==> src/hdl/bls_pkg.sv <==
// Shared constants, types and controller states of the line stepper.
`default_nettype none
package bls_pkg;

  localparam int unsigned COORD_W        = 6;
  localparam int unsigned COLOR_W        = 32;
  localparam int unsigned COORD_BITS_DEF = 6;
  localparam int unsigned ERR_W_MAX      = COORD_W + 2;
  localparam int unsigned QUEUE_DEPTH    = 2;

  typedef struct packed {
    logic [COORD_W-1:0]          start_x;
    logic [COORD_W-1:0]          start_y;
    logic [COORD_W-1:0]          end_x;
    logic [COORD_W-1:0]          end_y;
    logic [COORD_W-1:0]          abs_dx;
    logic [COORD_W-1:0]          abs_dy;
    logic                        neg_x;
    logic                        neg_y;
    logic signed [ERR_W_MAX-1:0] err;
    logic [COLOR_W-1:0]          color;
  } line_job_t;

  typedef enum logic {
    ST_IDLE,
    ST_RUN
  } back_state_e;

endpackage
`default_nettype wire

==> src/hdl/bls_if.sv <==
// Valid/ready channel interfaces for line commands and pixel transfers.
`default_nettype none
interface bls_cmd_if;
  import bls_pkg::*;
  logic               valid;
  logic               ready;
  logic [COORD_W-1:0] start_x;
  logic [COORD_W-1:0] start_y;
  logic [COORD_W-1:0] end_x;
  logic [COORD_W-1:0] end_y;
  logic [COLOR_W-1:0] line_color;

  modport source (output valid, start_x, start_y, end_x, end_y, line_color, input ready);
  modport sink   (input valid, start_x, start_y, end_x, end_y, line_color, output ready);
endinterface

interface bls_pix_if;
  import bls_pkg::*;
  logic               valid;
  logic               ready;
  logic [COORD_W-1:0] pixel_x;
  logic [COORD_W-1:0] pixel_y;
  logic [COLOR_W-1:0] pixel_color;
  logic               last_pixel;

  modport source (output valid, pixel_x, pixel_y, pixel_color, last_pixel, input ready);
  modport sink   (input valid, pixel_x, pixel_y, pixel_color, last_pixel, output ready);
endinterface
`default_nettype wire

==> src/hdl/bls_front.sv <==
// Command front end: takes a line command and derives extents, directions and start error.
`default_nettype none
module bls_front #(
  parameter int unsigned COORD_BITS = bls_pkg::COORD_BITS_DEF
) (
  bls_cmd_if.sink           cmd_i,
  input  logic              full_i,
  output logic              push_o,
  output bls_pkg::line_job_t job_o
);
  import bls_pkg::*;

  logic [COORD_BITS-1:0]        sx, sy, ex, ey;
  logic [COORD_BITS-1:0]        dx, dy;
  logic signed [COORD_BITS+1:0] err_s;

  assign sx = cmd_i.start_x[COORD_BITS-1:0];
  assign sy = cmd_i.start_y[COORD_BITS-1:0];
  assign ex = cmd_i.end_x[COORD_BITS-1:0];
  assign ey = cmd_i.end_y[COORD_BITS-1:0];

  assign dx    = (sx > ex) ? (sx - ex) : (ex - sx);
  assign dy    = (sy > ey) ? (sy - ey) : (ey - sy);
  assign err_s = $signed({2'b00, dx}) - $signed({2'b00, dy});

  assign cmd_i.ready = !full_i;
  assign push_o      = cmd_i.valid && !full_i;

  always_comb begin
    job_o.start_x = COORD_W'(sx);
    job_o.start_y = COORD_W'(sy);
    job_o.end_x   = COORD_W'(ex);
    job_o.end_y   = COORD_W'(ey);
    job_o.abs_dx  = COORD_W'(dx);
    job_o.abs_dy  = COORD_W'(dy);
    job_o.neg_x   = !(sx < ex);
    job_o.neg_y   = !(sy < ey);
    job_o.err     = ERR_W_MAX'(err_s);
    job_o.color   = cmd_i.line_color;
  end

endmodule
`default_nettype wire

==> src/hdl/bls_queue.sv <==
// Small job queue between the command front end and the pixel walker.
`default_nettype none
module bls_queue #(
  parameter int unsigned DEPTH = bls_pkg::QUEUE_DEPTH
) (
  input  logic               clk_i,
  input  logic               rst_ni,
  input  logic               push_i,
  input  bls_pkg::line_job_t job_i,
  output logic               full_o,
  input  logic               pop_i,
  output logic               empty_o,
  output bls_pkg::line_job_t job_o
);
  import bls_pkg::*;

  localparam int unsigned PTR_W = (DEPTH > 1) ? $clog2(DEPTH) : 1;
  localparam int unsigned CNT_W = $clog2(DEPTH + 1);

  line_job_t        mem_q [DEPTH];
  logic [PTR_W-1:0] wr_ptr_q, wr_ptr_d;
  logic [PTR_W-1:0] rd_ptr_q, rd_ptr_d;
  logic [CNT_W-1:0] count_q, count_d;

  assign full_o  = (count_q == CNT_W'(DEPTH));
  assign empty_o = (count_q == '0);
  assign job_o   = mem_q[rd_ptr_q];

  always_comb begin
    wr_ptr_d = wr_ptr_q;
    rd_ptr_d = rd_ptr_q;
    count_d  = count_q;
    if (push_i) begin
      wr_ptr_d = (wr_ptr_q == PTR_W'(DEPTH - 1)) ? '0 : wr_ptr_q + 1'b1;
    end
    if (pop_i) begin
      rd_ptr_d = (rd_ptr_q == PTR_W'(DEPTH - 1)) ? '0 : rd_ptr_q + 1'b1;
    end
    if (push_i && !pop_i) begin
      count_d = count_q + 1'b1;
    end else if (pop_i && !push_i) begin
      count_d = count_q - 1'b1;
    end
  end

  always_ff @(posedge clk_i or negedge rst_ni) begin
    if (!rst_ni) begin
      wr_ptr_q <= '0;
      rd_ptr_q <= '0;
      count_q  <= '0;
    end else begin
      wr_ptr_q <= wr_ptr_d;
      rd_ptr_q <= rd_ptr_d;
      count_q  <= count_d;
    end
  end

  always_ff @(posedge clk_i) begin
    if (push_i) begin
      mem_q[wr_ptr_q] <= job_i;
    end
  end

endmodule
`default_nettype wire

==> src/hdl/bls_back.sv <==
// Pixel walker: steps one Bresenham pixel per cycle into an output register while that register is free.
`default_nettype none
module bls_back #(
  parameter int unsigned COORD_BITS = bls_pkg::COORD_BITS_DEF
) (
  input  logic               clk_i,
  input  logic               rst_ni,
  input  logic               empty_i,
  input  bls_pkg::line_job_t job_i,
  output logic               pop_o,
  bls_pix_if.source          pix_o
);
  import bls_pkg::*;

  localparam int unsigned CB    = COORD_BITS;
  localparam int unsigned ERR_W = COORD_BITS + 2;

  back_state_e state_q, state_d;

  logic [CB-1:0]           walk_x_q, walk_y_q, tgt_x_q, tgt_y_q;
  logic [CB-1:0]           dx_q, dy_q, cnt_q;
  logic [1:0]              neg_q;
  logic signed [ERR_W-1:0] err_q;
  logic [COLOR_W-1:0]      color_q;

  logic               out_valid_q, out_valid_d;
  logic [COORD_W-1:0] out_x_q, out_y_q;
  logic [COLOR_W-1:0] out_color_q;
  logic               out_last_q;

  logic                    slot_free, at_end, last, emit, load;
  logic signed [ERR_W:0]   e2, dx_w, dy_w;
  logic signed [ERR_W-1:0] dx_e, dy_e, err_d;
  logic                    step_x, step_y;
  logic [CB-1:0]           walk_x_d, walk_y_d;

  assign slot_free = !out_valid_q || pix_o.ready;
  assign at_end    = (walk_x_q == tgt_x_q) && (walk_y_q == tgt_y_q);
  assign last      = at_end || (cnt_q == '1);

  always_comb begin
    state_d = state_q;
    unique case (state_q)
      ST_IDLE: if (!empty_i) state_d = ST_RUN;
      ST_RUN:  if (slot_free && last) state_d = ST_IDLE;
      default: state_d = ST_IDLE;
    endcase
  end

  always_comb begin
    load = 1'b0;
    emit = 1'b0;
    unique case (state_q)
      ST_IDLE: load = !empty_i;
      ST_RUN:  emit = slot_free;
      default: ;
    endcase
  end

  assign pop_o = load;

  // Doubled error against the two extents; both axes may step.
  always_comb begin
    e2     = {err_q, 1'b0};
    dx_w   = $signed({3'b000, dx_q});
    dy_w   = $signed({3'b000, dy_q});
    dx_e   = $signed({2'b00, dx_q});
    dy_e   = $signed({2'b00, dy_q});
    step_x = (e2 >= -dy_w);
    step_y = (e2 <= dx_w);
    err_d  = err_q - (step_x ? dy_e : '0) + (step_y ? dx_e : '0);
    walk_x_d = walk_x_q;
    walk_y_d = walk_y_q;
    if (step_x) walk_x_d = neg_q[0] ? walk_x_q - 1'b1 : walk_x_q + 1'b1;
    if (step_y) walk_y_d = neg_q[1] ? walk_y_q - 1'b1 : walk_y_q + 1'b1;
  end

  always_comb begin
    out_valid_d = out_valid_q;
    if (emit) begin
      out_valid_d = 1'b1;
    end else if (pix_o.ready) begin
      out_valid_d = 1'b0;
    end
  end

  always_ff @(posedge clk_i or negedge rst_ni) begin
    if (!rst_ni) begin
      state_q     <= ST_IDLE;
      out_valid_q <= 1'b0;
    end else begin
      state_q     <= state_d;
      out_valid_q <= out_valid_d;
    end
  end

  always_ff @(posedge clk_i) begin
    if (load) begin
      walk_x_q <= job_i.start_x[CB-1:0];
      walk_y_q <= job_i.start_y[CB-1:0];
      tgt_x_q  <= job_i.end_x[CB-1:0];
      tgt_y_q  <= job_i.end_y[CB-1:0];
      dx_q     <= job_i.abs_dx[CB-1:0];
      dy_q     <= job_i.abs_dy[CB-1:0];
      neg_q    <= {job_i.neg_y, job_i.neg_x};
      err_q    <= job_i.err[ERR_W-1:0];
      color_q  <= job_i.color;
      cnt_q    <= '0;
    end else if (emit && !last) begin
      walk_x_q <= walk_x_d;
      walk_y_q <= walk_y_d;
      err_q    <= err_d;
      cnt_q    <= cnt_q + 1'b1;
    end
    if (emit) begin
      out_x_q     <= COORD_W'(walk_x_q);
      out_y_q     <= COORD_W'(walk_y_q);
      out_color_q <= color_q;
      out_last_q  <= last;
    end
  end

  assign pix_o.valid       = out_valid_q;
  assign pix_o.pixel_x     = out_x_q;
  assign pix_o.pixel_y     = out_y_q;
  assign pix_o.pixel_color = out_color_q;
  assign pix_o.last_pixel  = out_last_q;

endmodule
`default_nettype wire

==> src/hdl/bresenham_line_stepper_unit.sv <==
// Bresenham line stepper: line commands in, one pixel transfer per line pixel out.
//
// cmd_i carries a line command (start_x/y, end_x/y, line_color); pix_o carries
// pixels (pixel_x/y, pixel_color, last_pixel), both valid/ready.
// The front end derives extents and direction and writes the job into a
// two-entry queue; cmd_i.ready is high whenever that queue has room.
// The walker pops a job, then produces one pixel per cycle into an output
// register while that register is free; a line has N = max(|dx|,|dy|) + 1
// pixels. When the walker is free, a command passes the queue, the walker's
// job registers and the output register before its first pixel appears.
// last_pixel marks the end point of each line.
// When pix_o.valid is high and pix_o.ready is low the output register holds and the walker waits;
// commands keep being taken until the queue is full.
// Reset empties the queue, stops the walker and drops pix_o.valid.
`default_nettype none
module bresenham_line_stepper_unit #(
  parameter int unsigned COORD_BITS = bls_pkg::COORD_BITS_DEF
) (
  input  logic      clk_i,
  input  logic      rst_ni,
  bls_cmd_if.sink   cmd_i,
  bls_pix_if.source pix_o
);
  import bls_pkg::*;

  line_job_t push_job, pop_job;
  logic      push, pop, full, empty;

  bls_front #(.COORD_BITS(COORD_BITS)) u_front (
    .cmd_i  (cmd_i),
    .full_i (full),
    .push_o (push),
    .job_o  (push_job)
  );

  bls_queue #(.DEPTH(QUEUE_DEPTH)) u_queue (
    .clk_i   (clk_i),
    .rst_ni  (rst_ni),
    .push_i  (push),
    .job_i   (push_job),
    .full_o  (full),
    .pop_i   (pop),
    .empty_o (empty),
    .job_o   (pop_job)
  );

  bls_back #(.COORD_BITS(COORD_BITS)) u_back (
    .clk_i   (clk_i),
    .rst_ni  (rst_ni),
    .empty_i (empty),
    .job_i   (pop_job),
    .pop_o   (pop),
    .pix_o   (pix_o)
  );

endmodule
`default_nettype wire

==> src/flat_wrapper.sv <==
// flat-port wrapper written by rule: the top's interface ports become plain ports
module bresenham_line_stepper_unit_flat import bls_pkg::*;
#(
  parameter int unsigned COORD_BITS = bls_pkg::COORD_BITS_DEF
)
  (clk_i, rst_ni, cmd_i_valid, cmd_i_start_x, cmd_i_start_y, cmd_i_end_x, cmd_i_end_y, cmd_i_line_color, cmd_i_ready, pix_o_valid, pix_o_pixel_x, pix_o_pixel_y, pix_o_pixel_color, pix_o_last_pixel, pix_o_ready);
  bls_cmd_if cmd_i_i ();
  bls_pix_if pix_o_i ();
  input  logic clk_i;
  input  logic rst_ni;
  input wire logic [$bits(cmd_i_i.valid)-1:0] cmd_i_valid;
  input wire logic [$bits(cmd_i_i.start_x)-1:0] cmd_i_start_x;
  input wire logic [$bits(cmd_i_i.start_y)-1:0] cmd_i_start_y;
  input wire logic [$bits(cmd_i_i.end_x)-1:0] cmd_i_end_x;
  input wire logic [$bits(cmd_i_i.end_y)-1:0] cmd_i_end_y;
  input wire logic [$bits(cmd_i_i.line_color)-1:0] cmd_i_line_color;
  output wire logic [$bits(cmd_i_i.ready)-1:0] cmd_i_ready;
  output wire logic [$bits(pix_o_i.valid)-1:0] pix_o_valid;
  output wire logic [$bits(pix_o_i.pixel_x)-1:0] pix_o_pixel_x;
  output wire logic [$bits(pix_o_i.pixel_y)-1:0] pix_o_pixel_y;
  output wire logic [$bits(pix_o_i.pixel_color)-1:0] pix_o_pixel_color;
  output wire logic [$bits(pix_o_i.last_pixel)-1:0] pix_o_last_pixel;
  input wire logic [$bits(pix_o_i.ready)-1:0] pix_o_ready;
  assign cmd_i_i.valid = cmd_i_valid;
  assign cmd_i_i.start_x = cmd_i_start_x;
  assign cmd_i_i.start_y = cmd_i_start_y;
  assign cmd_i_i.end_x = cmd_i_end_x;
  assign cmd_i_i.end_y = cmd_i_end_y;
  assign cmd_i_i.line_color = cmd_i_line_color;
  assign cmd_i_ready = cmd_i_i.ready;
  assign pix_o_valid = pix_o_i.valid;
  assign pix_o_pixel_x = pix_o_i.pixel_x;
  assign pix_o_pixel_y = pix_o_i.pixel_y;
  assign pix_o_pixel_color = pix_o_i.pixel_color;
  assign pix_o_last_pixel = pix_o_i.last_pixel;
  assign pix_o_i.ready = pix_o_ready;
  bresenham_line_stepper_unit #(.COORD_BITS(COORD_BITS)) u_core (.clk_i(clk_i), .rst_ni(rst_ni), .cmd_i(cmd_i_i), .pix_o(pix_o_i));
endmodule
==> config.mk <==
export PLATFORM = sky130hd
export DESIGN_NAME = bresenham_line_stepper_unit_flat
export DESIGN_NICKNAME = d
export VERILOG_FILES = /design/src/hdl/bls_pkg.sv /design/src/hdl/bls_if.sv /design/src/hdl/bls_front.sv /design/src/hdl/bls_queue.sv /design/src/hdl/bls_back.sv /design/src/hdl/bresenham_line_stepper_unit.sv /design/src/flat_wrapper.sv
export SDC_FILE = /design/constraint.sdc
export NUM_CORES = 1
export LEC_CHECK = 0
export BUFFER_PORTS_ARGS = -buffer_cell sky130_fd_sc_hd__clkbuf_2
export CORE_AREA = 2 2 209 211
export CTS_CLUSTER_DIAMETER = 100
export DETAILED_ROUTE_END_ITERATION = 7
export DIE_AREA = 0 0 211 213
export PLACE_DENSITY_LB_ADDON = 0.2
export SYNTH_ARGS = -nofsm -noshare
export SYNTH_HDL_FRONTEND = slang
export SYNTH_SLANG_ARGS = --single-unit
==> constraint.sdc <==
create_clock -name clk_i -period 12 [get_ports clk_i]
set_clock_uncertainty 0.2 [all_clocks]
set_input_delay 0 -clock clk_i [delete_from_list [all_inputs] [get_ports clk_i]]
set_output_delay 0 -clock clk_i [all_outputs]
set_load 0.01 [all_outputs]
==> metrics.log <==
[metrics] largest family of logic cells by synthesized area: adder cells
[metrics] flip-flop and latch count after synthesis: 289
[metrics] library cell with the highest instance count after synthesis: edfxtp_1
[metrics] detailed-placement wirelength estimate: 17.21 mm
[metrics] I/O Pins: 107
[metrics] number of slew-limit violations in the final report: 0
[metrics] top achievable clock speed: 214.7 MHz
[metrics] required time worst endpoint: 12.06 ns
[metrics] leakage power total: 0.006064 µW
[metrics] multiplexer share of the synthesized area: 7.505%
[metrics] number of sinks on the clock net: 289
[metrics] fill cell instance count of the final layout: 4080
[metrics] flip-flop cell with the highest count after synthesis: edfxtp_1
[metrics] IO buf count: 106
[metrics] Worst setup EP type: register
[metrics] finished layout cell area: 15630 µm²
[metrics] net count reported at finish: 1154
[metrics] register clock-pin slew on the reported worst setup and hold paths: 0.06 ns
[metrics] library cell used as clock root buffer: clkbuf_16
[metrics] detailed-route vias per instance: 4.437
[metrics] global-route wire length before repair: 40.08 mm
[metrics] summed negative setup slack over all endpoints: 0 ns
[metrics] number of nets with antenna violations after routing: 0
[metrics] share of synthesized area occupied by flip-flops and latches: 67.61%
[metrics] average detailed-routed wire length per instance: 16.24 µm
[metrics] critical path class: reg2reg
[metrics] ratio of final minimum period to clock period: 38.81%
[metrics] crit path max fanout: 7
[metrics] hold path depth: 2
[metrics] maximum ir drop on the vdd rail: 0.09562 mV
[metrics] site row count: 76
[metrics] top post-synthesis cells by area: edfxtp_1 65%, ha_1 6.1%, mux2_2 5.5%
[metrics] Avg Cell Area, Syn: 15.55 µm²
[metrics] most frequent cells after synthesis: 277 x edfxtp_1, 75 x inv_1, 62 x ha_1, 62 x mux2_2, 39 x nand2_1
[metrics] complex-gate fraction of the synthesized area: 5.309%
[metrics] maximum number of pins on one net before global-route repair: 47
[metrics] number of distinct library cell variants in the gate-level netlist after synthesis: 55
[metrics] class of the tightest hold or removal check: in2reg
[metrics] slew at the pin closest to its max-slew limit: 0.7219 ns
[metrics] number of enable-type register cells in the synthesized netlist: 277
[metrics] sink of the worst hold path: u_core.u_queue.mem_q[0][17]$_DFFE_PP_
[metrics] Yosys warning total: 0
[metrics] final-report hold violation count: 0
[metrics] antenna violations before repair: 2
[metrics] count of maximum capacitance violations: 0
[metrics] headroom to the max-slew limit: 51.87%
[metrics] Initial Utilization: 29.75%
[metrics] simple-gate share of the synthesized area: 5.102%
[metrics] number of buffers inserted by post-CTS setup repair: 0
[metrics] utilization of the core after routing: 36.62%
[metrics] DIE HEIGHT: 213 µm
[metrics] Placer Congestion: 0.8054
[metrics] # placed instances: 1457
[metrics] number of buffers on the longest clock path: 3
[metrics] CTS tree: yes
[metrics] die span in x: 211 µm
[metrics] number of instances resized during post-cts repair: 0
[metrics] element type at the critical path start: register
[metrics] iteration count of the initial detailed-routing pass: 4
[metrics] total global-route track usage: 11.72%
[metrics] Hold Slack: 0.03137 ns
[metrics] reg-to-reg critical path startpoint: u_core.u_back.dy_q[4]$_DFFE_PP_
[metrics] Congestion Overflow GR: 0
[metrics] net count after synthesis: 952
[metrics] reg-to-reg slack, setup: 7.34 ns
[metrics] core outline area: 42700 µm²
[metrics] share of layout cells above drive strength 1: 22.13%
[metrics] total power divided by cell area: 227.4 nW/µm²
[metrics] Post-Route WL: 25.83 mm
[metrics] Adder-Cell Fraction of Synth Area: 8.155%
[metrics] dpl cell area: 13890 µm²
[metrics] final non-filler cell total: 1591
[metrics] depth of the worst register-to-register path: 16
[metrics] synthesized area: 12700 µm²
[metrics] post-synth top area share: 65.48%
[metrics] async set-reset flop share out of synthesis: 2.076%
[metrics] Final Critical Period: 4.657 ns
[metrics] cell type with the largest total area after synthesis: edfxtp_1
[metrics] hold buffer count at cts: 72
[metrics] worst hold path startpoint: cmd_i_line_color[17]
[metrics] full die area: 44940 µm²
[metrics] final setup vio count: 0
[metrics] Vias: 7059
[metrics] Syn Inst Count: 817
[metrics] deepest level of the CTS H-tree: 2
[metrics] capture instance of the worst register-to-register path: u_core.u_back.err_q[7]$_DFFE_PP_
[metrics] area share of xor/xnor cells in the synthesized design: 3.368%
[metrics] via count of the first global-routing pass: 7104
[metrics] remaining routing DRC violations: 0
[metrics] RSZ-0062 raised after global routing: no
[metrics] insertion delay of the later-clocked pin in the worst-skew pair: 0.53 ns
[metrics] Starting DRT DRC Count: 354
[metrics] data arrival time of the critical path: 4.72 ns
[metrics] number of clock buffers inserted by TritonCTS: 34
[metrics] result of the run: finished clean
[metrics] post-synthesis to final-layout area growth: 23.07%
placed cells by master (no fill, tap or decap), types with 5 or more instances in the layout:
cell type / count
a21oi_1: 29
o21ai_0: 16
nor2b_1: 11
nand3_1: 8
clkinv_1: 9
dfrtp_1: 5
edfxtp_1: 277
nand2b_1: 8
and3_1: 5
fa_1: 13
clkbuf_16: 35
dfxtp_1: 6
clkbuf_2: 106
inv_1: 73
xor2_1: 28
clkbuf_1: 10
nor2_1: 17
nor3_1: 7
and2_1: 11
buf_4: 7
a21o_1: 11
mux2i_1: 24
mux2_2: 62
ha_1: 62
o211ai_1: 8
dlygate4sd3_1: 72
xnor2_1: 19
nand2_1: 39
a211oi_1: 6
stage by stage:
stage                     setup WS [ns]  power, µW
after floorplan                   7.348       2342
after global placement            7.388       2621
after detailed placement          7.341       2631
after CTS                         7.346       3615
after global routing              6.994       3811
final                             7.343       3554
critical path, stage by stage, from the launching register on:
cell and delay [ns]:
edfxtp_1 0.45, nor4_1 0.40, and2_1 0.19, ha_1 0.23, a21o_1 0.18, a2111o_1 0.42
a41oi_1 0.21, a221oi_2 0.15, and2_1 0.20, fa_1 0.56, inv_1 0.06, ha_1 0.28
a21oi_1 0.29, o211ai_1 0.16, a31oi_1 0.21, xnor2_1 0.14, mux2i_1 0.09
flip-flops by register name, summed over array words and instances (netlist names), 8 cells and up:
| register | count |
|---|---|
| u_core.u_back.pix_o.pixel_color | 32 |
| u_core.u_back.err_q | 8 |
| u_core.u_back.color_q | 32 |
| u_core.u_queue.mem_q | 154 |
kinds of logic (layout without fill, tap and decap cells):
family | after synthesis | count (layout)
other | 0 | 1
AOI/OAI and AO/OA | 97 | 97
muxes | 87 | 87
adders and majority gates | 75 | 75
DFF | 289 | 289
and+or+nand+nor | 127 | 127
buffers and inverters | 94 | 321
xor gates and xnor gates | 48 | 48
worst max path at each step:
stage	start	end	slack (ns)	cells past startpoint
floorplan	u_core.u_queue.count_q[0]$_DFFE_PN0P_	u_core.u_queue.mem_q[0][0]$_DFFE_PP_	7.35	3
detailed placement	u_core.u_back.dy_q[4]$_DFFE_PP_	u_core.u_back.err_q[7]$_DFFE_PP_	7.34	16
CTS	u_core.u_back.dy_q[4]$_DFFE_PP_	u_core.u_back.err_q[7]$_DFFE_PP_	7.35	16
global route	u_core.u_back.dy_q[2]$_DFFE_PP_	u_core.u_back.err_q[7]$_DFFE_PP_	6.99	17
finish	u_core.u_back.dy_q[4]$_DFFE_PP_	u_core.u_back.err_q[7]$_DFFE_PP_	7.34	16
global placement	u_core.u_back.dy_q[4]$_DFFE_PP_	u_core.u_back.err_q[7]$_DFFE_PP_	7.39	16
power by group:
group | internal [µW] | leakage (µW) | switching [µW]
Sequential | 1420 | 0.00269 | 119
Clock | 557 | 0.000492 | 387
Combinational | 483 | 0.00288 | 589
final cells by class:
type	count	area [µm²]	area share, %
flip-flops and latches	289	8592	54.96
multi-input cells	434	3752	24.00
repair buffers	185	1304	8.339
clock buffers	45	913.4	5.842
well taps	546	683.2	4.370
inverters	75	282.8	1.809
clock inverters	16	103.9	0.6643
diodes	1	2.502	0.01601
layer usage:
layer | track usage [%] | routed length [µm] | vias up
met5 | 0 | 11 | -
met3 | 3.162 | 1169 | 41
li1 | - | - | 3429
met2 | 18.46 | 11850 | 130
met1 | 15.81 | 12300 | 3457
met4 | 3.545 | 503 | 2
Power figures use the tool's default switching activity.
